--- config.mk ---
export PLATFORM = sky130hd
export DESIGN_NAME = gsgp_ram
export DESIGN_NICKNAME = d
export VERILOG_FILES = /design/src/hw/rtl/gsgp_ram.sv
export SDC_FILE = /design/constraint.sdc
export NUM_CORES = 1
export LEC_CHECK = 0
export ABC_AREA = 1
export BUFFER_PORTS_ARGS = -buffer_cell sky130_fd_sc_hd__clkbuf_2
export CAP_MARGIN = 10
export CELL_PAD_IN_SITES_DETAIL_PLACEMENT = 0
export CELL_PAD_IN_SITES_GLOBAL_PLACEMENT = 2
export CORE_AREA = 10 10 121 145
export DETAILED_ROUTE_END_ITERATION = 10
export DIE_AREA = 0 0 131 155
export PLACE_DENSITY = 0.87
export SYNTH_ARGS = -nofsm -noshare
export SYNTH_HDL_FRONTEND = slang
export SYNTH_SLANG_ARGS = --single-unit
--- constraint.sdc ---
create_clock -name clock -period 1.2 [get_ports clock]
set_input_delay 0.18 -clock clock [delete_from_list [all_inputs] [get_ports clock]]
set_output_delay 0.18 -clock clock [all_outputs]
set_load 0.01 [all_outputs]
--- src/hw/rtl/gsgp_ram.sv ---
// Generic single-clock RAM with one write port and one registered read port.
// No dependencies.
module gsgp_ram #(
   parameter int WIDTH = 8,
   parameter int DEPTH = 16
) (
   input  logic                     clock,
   input  logic                     wr_en,
   input  logic [$clog2(DEPTH)-1:0] wr_addr,
   input  logic [WIDTH-1:0]         wr_data,
   input  logic [$clog2(DEPTH)-1:0] rd_addr,
   output logic [WIDTH-1:0]         rd_data
);

   logic [WIDTH-1:0] mem [DEPTH];

   // Write port and registered read port.
   always_ff @(posedge clock) begin
      if (wr_en) begin
         mem[wr_addr] <= wr_data;
      end
      rd_data <= mem[rd_addr];
   end

endmodule

### Word level (Yosys, flattened, before mapping)

Memories as Yosys holds them, arrays and structs flattened. A register that Yosys moved wholly into a read port is not among the register bits.
Index checks and enable logic that the tools add are counted.

| word-level totals | value |
|---|---|
| output and inout bits | 8 |
| flip-flop bits (word level) | 0 |
| memories kept | 1 |
| logic and storage cells | 3 |
| bits in writable memories | 128 |
| bits of input ports | 18 |

Memory list:

| name | words | bits a word | rd ports | clocked after Yosys merged registers in | wr ports | RTL line | source |
|---|---|---|---|---|---|---|---|
| mem | 16 | 8 | 1 | 1 | 1 | 15 | `logic [WIDTH-1:0] mem [DEPTH];` |

| cells by class | value |
|---|---|
| mux-type cells | 2 |

Operators with widths:

| operator | count |
|---|---|
| 1-bit 2-to-1 mux | 2 |

### Logic depth before layout (Yosys ltp)

| logic depth | value |
|---|---|
| depth after elaboration | 2 |
| gate-level depth with buffers | 8 |

### Worst setup path after synthesis

Ideal clock, no wire load.

| timing path | value |
|---|---|
| path type | input -> register |
| from | input port wr_addr[3] |
| to | memory mem[4][0] (enable) |
| buffers on the path | 0 |
| library setup time | 0.370 ns |
| setup slack | 0.069 ns |
| arrival time | 0.761 ns |
| stages | 2 |
| cells stage by stage | nand3b_1 > nor2_1 |

RTL lines:

| what | RTL line | source |
|---|---|---|
| start, declared | 9 | `input logic [$clog2(DEPTH)-1:0] wr_addr,` |
| end, declared | 15 |  |

Straight into the memory's write port.

### Final worst setup path

| timing path | value |
|---|---|
| from | register rd_data[4], read port of mem |
| to | output port rd_data[4] |

RTL lines:

| what | RTL line | source |
|---|---|---|
| start, declared | 12 | `output logic [WIDTH-1:0] rd_data` |

No word-level cell between the ends.

==> reports/metrics.cfg <==
[status]
outcome = complete, no violations

[setup_path]
cp_num_cells = 1
worst_ep_arrival_time_ps = 930
critical_path_class = register to output pin
critical_path_buf_inv_count = 1
critical_path.reg2reg.endpoint = rd_data[0]
start_kind = register
critPathCaptureType = output pin
crit_path_start = rd_data[4]
ff2ff_setup_slack_ps = 240
worst_r2r_path_cells = 6
timing.critical_path.cells = clkbuf_2
r2r_start = mem[7][0]
standard_cell_with_the_maximum_stage_delay_on_the_critical_path = sky130_fd_sc_hd__dfxtp_1
crit_required_ps = 1020
worst-path-max-fanout = 1
max_stage_delay_ps = 360
crit_path_end = rd_data[4]
critical-path-top-delay-family = flip-flops

[synth]
syn-mean-instance-area_um2 = 10.5
synthesized_netlist_net_count = 569
number_of_distinct_library_cells_after_synthesis = 12
syn_area_mm2 = 0.00577
syn_inst = 551
post_synth_and_or_nand_nor_area_fraction_pct = 21.0
synth_fa_ha_area_share_pct = 0
yosysWarningCount = 0
synth-compound-area-share_pct = 0
yosys-mux-area-fraction_pct = 0
dominant_combinational_cell_family_by_area_after_synthesis = simple AND/OR/NAND/NOR gates
number_of_flip_flops_and_latches_in_the_synthesized_netlist = 136
synthXorXnorAreaFrac_pct = 0
synth_sequential_area_ratio_pct = 69.4

[routing]
routed_wire_length_per_instance_um = 15.2
detailedRoute.firstPassIterationCount = 5
drt-vias-per-instance = 4.51
drtAntennaViolNets = 0
drc = 0
drt_wl_total_mm = 12.4
dr.first_iter.drc_count = 249
routed-via-count = 3677

[global_routing]
track_usage_pct = 13.2
grt_pass1_vias = 3646
globalRoute.totalOverflow = 0
number_of_antenna_violations_at_the_first_check_in_global_routing = 1
grt_first_pass_wirelength_mm = 20.1
grt_start_max_net_pins = 65

[clocking]
cts_buffers = 17
htreeDepth = 4
clkSinkCount = 136
clock_path_buffers = 2
cts.repair.resized = 0
cts_tree = done
worst_setup_hold_path_clk_slew_ps = 60
post-cts-setup-buffer-count = 0
hold_buffers = 0
worstSkewPairLatency_ps = 410
cts_root_buf = sky130_fd_sc_hd__clkbuf_16

[hold_path]
holdCritPathClass = input port to register

[sta]
max_slew.worst_pin.slew_ps = 374
fin_worst_skew_ps = 10.3
period_share_pct = 92.7
worst_slew_margin_rel_pct = 75.0
grt_setup_unrepaired = false
final-max-slew-violation-count = 0
achievable_clock_frequency_mhz = 899
period_needed_ps = 1110
timing.final.setup_violations = 0
hold_viol_final = 0
setup_slack_ps = 87.7

[place]
io_buffers = 25
post-dp-hpwl_mm = 8.31
post-place-ws_ps = -27.0
gp_congestion = 0.753

[floorplan]
initial_standard_cell_utilization_of_the_core_pct = 39.0
row_count = 49
core_mm2 = 0.0148
overall_die_area_mm2 = 0.0203
die_h_um = 155
io_pins = 26
die-width_um = 131

[power]
power.leakage_nw = 2.97
power.combinational.fraction_pct = 6.0
p_switching_mw = 2.47
vdd.ir_drop.worst_mv = 0.851
power.clock.fraction_pct = 45.8
power.share.sequential_pct = 48.2
power.density_mw_per_mm2 = 1620
total_power_mw = 11.1
power_report.internal_total_mw = 8.63
sw_frac_of_total_pct = 22.2

[final_layout]
most-common-layout-cells = sky130_fd_sc_hd__nand2_1 (173), sky130_fd_sc_hd__edfxtp_1 (128), sky130_fd_sc_hd__inv_1 (100)
final_nets = 617
antenna_cells = 0
post_route_cells_drive_above_1_share_pct = 14.2
final_common_cell = sky130_fd_sc_hd__nand2_1
num-fill-cells = 1341
p_r_area_growth_vs_syn_pct = 18.9

[job]
drv_cap = 0

-- how the worst min path moves through the flow --
stage,startpoint,to,slack (ps),depth (start not counted)
after floorplan,wr_data[0],mem[0][0],280,0
after global placement,rd_data[5],rd_data[5],580,1
after detailed placement,rd_data[7],rd_data[7],580,1
after CTS,wr_data[0],mem[15][0],180,1
after global routing,wr_data[0],mem[15][0],200,1
final,wr_data[0],mem[1][0],190,1
-- cells in the mapped netlist (all sizes together) --
| cell type | instances | share of area (%) |
|---|---|---|
| dfxtp | 8 | 2.8 |
| edfxtp | 128 | 67 |
| nor2 | 17 | 1.1 |
| inv | 102 | 6.6 |
| buf | 24 | 2.9 |
| nand3b | 2 | 0.26 |
| nand3 | 97 | 8.4 |
| nand2 | 173 | 11 |
-- layout make-up --
type                       instances  area [um2]  share of cell area (%)
sequential                       136        4000                    58.4
tap                              204         255                    3.72
multi-input combinational        289        1210                    17.7
timing repair buffer              53         410                    5.98
clock buffer                      17         425                    6.20
clock inverter                    15         166                    2.43
inverter                         102         383                    5.58
-- power groups by stage --
stage               logic (mW)  clock network [mW]  registers (mW)
global placement         0.676                   0            5.45
floorplan                0.375                   0            5.45
global route             0.761                5.40            5.35
CTS                      0.687                5.18            5.35
detailed placement       0.683                   0            5.45
finish                   0.667                5.09            5.34
-- per-layer routing --
layer / global-route usage [%] / share of wire (%) / up-vias
li1: - / - / 1870
met2: 22.7 / 53 / 74
met5: 0 / 0.065 / -
met4: 4.99 / 0.73 / 2
met3: 2.99 / 4.8 / 8
met1: 15.4 / 41 / 1723
-- worst reg2reg max path: cells and delay by family, from the launching register on --
kind / cells / cell delay [ps]
simple gates: 5 / 440
flops: 1 / 350
buf+inv: 1 / 50
-- metrics by stage --
stage                     area [um2]  TNS (ps)  std cells  utilization [%]  hold slack (ps)
after floorplan                 5770         0        551                -              279
after global placement          6270     -49.6        784             42.4              581
after detailed placement        6270     -50.4        784             42.4              578
after CTS                       6860         0        816             46.4              183
after global routing            6860         0        816             46.4              202
final                           6860         0        816             46.4              192
-- cell families after synthesis --
group / Yosys count
buffers and inverters: 126
flip-flops: 136
AND/OR/NAND/NOR: 289
-- flip-flops by register name (all words and copies together) (netlist names) --
| name | cells |
|---|---|
| rd_data | 8 |
| mem | 128 |
(Power assumes the default switching activity.)
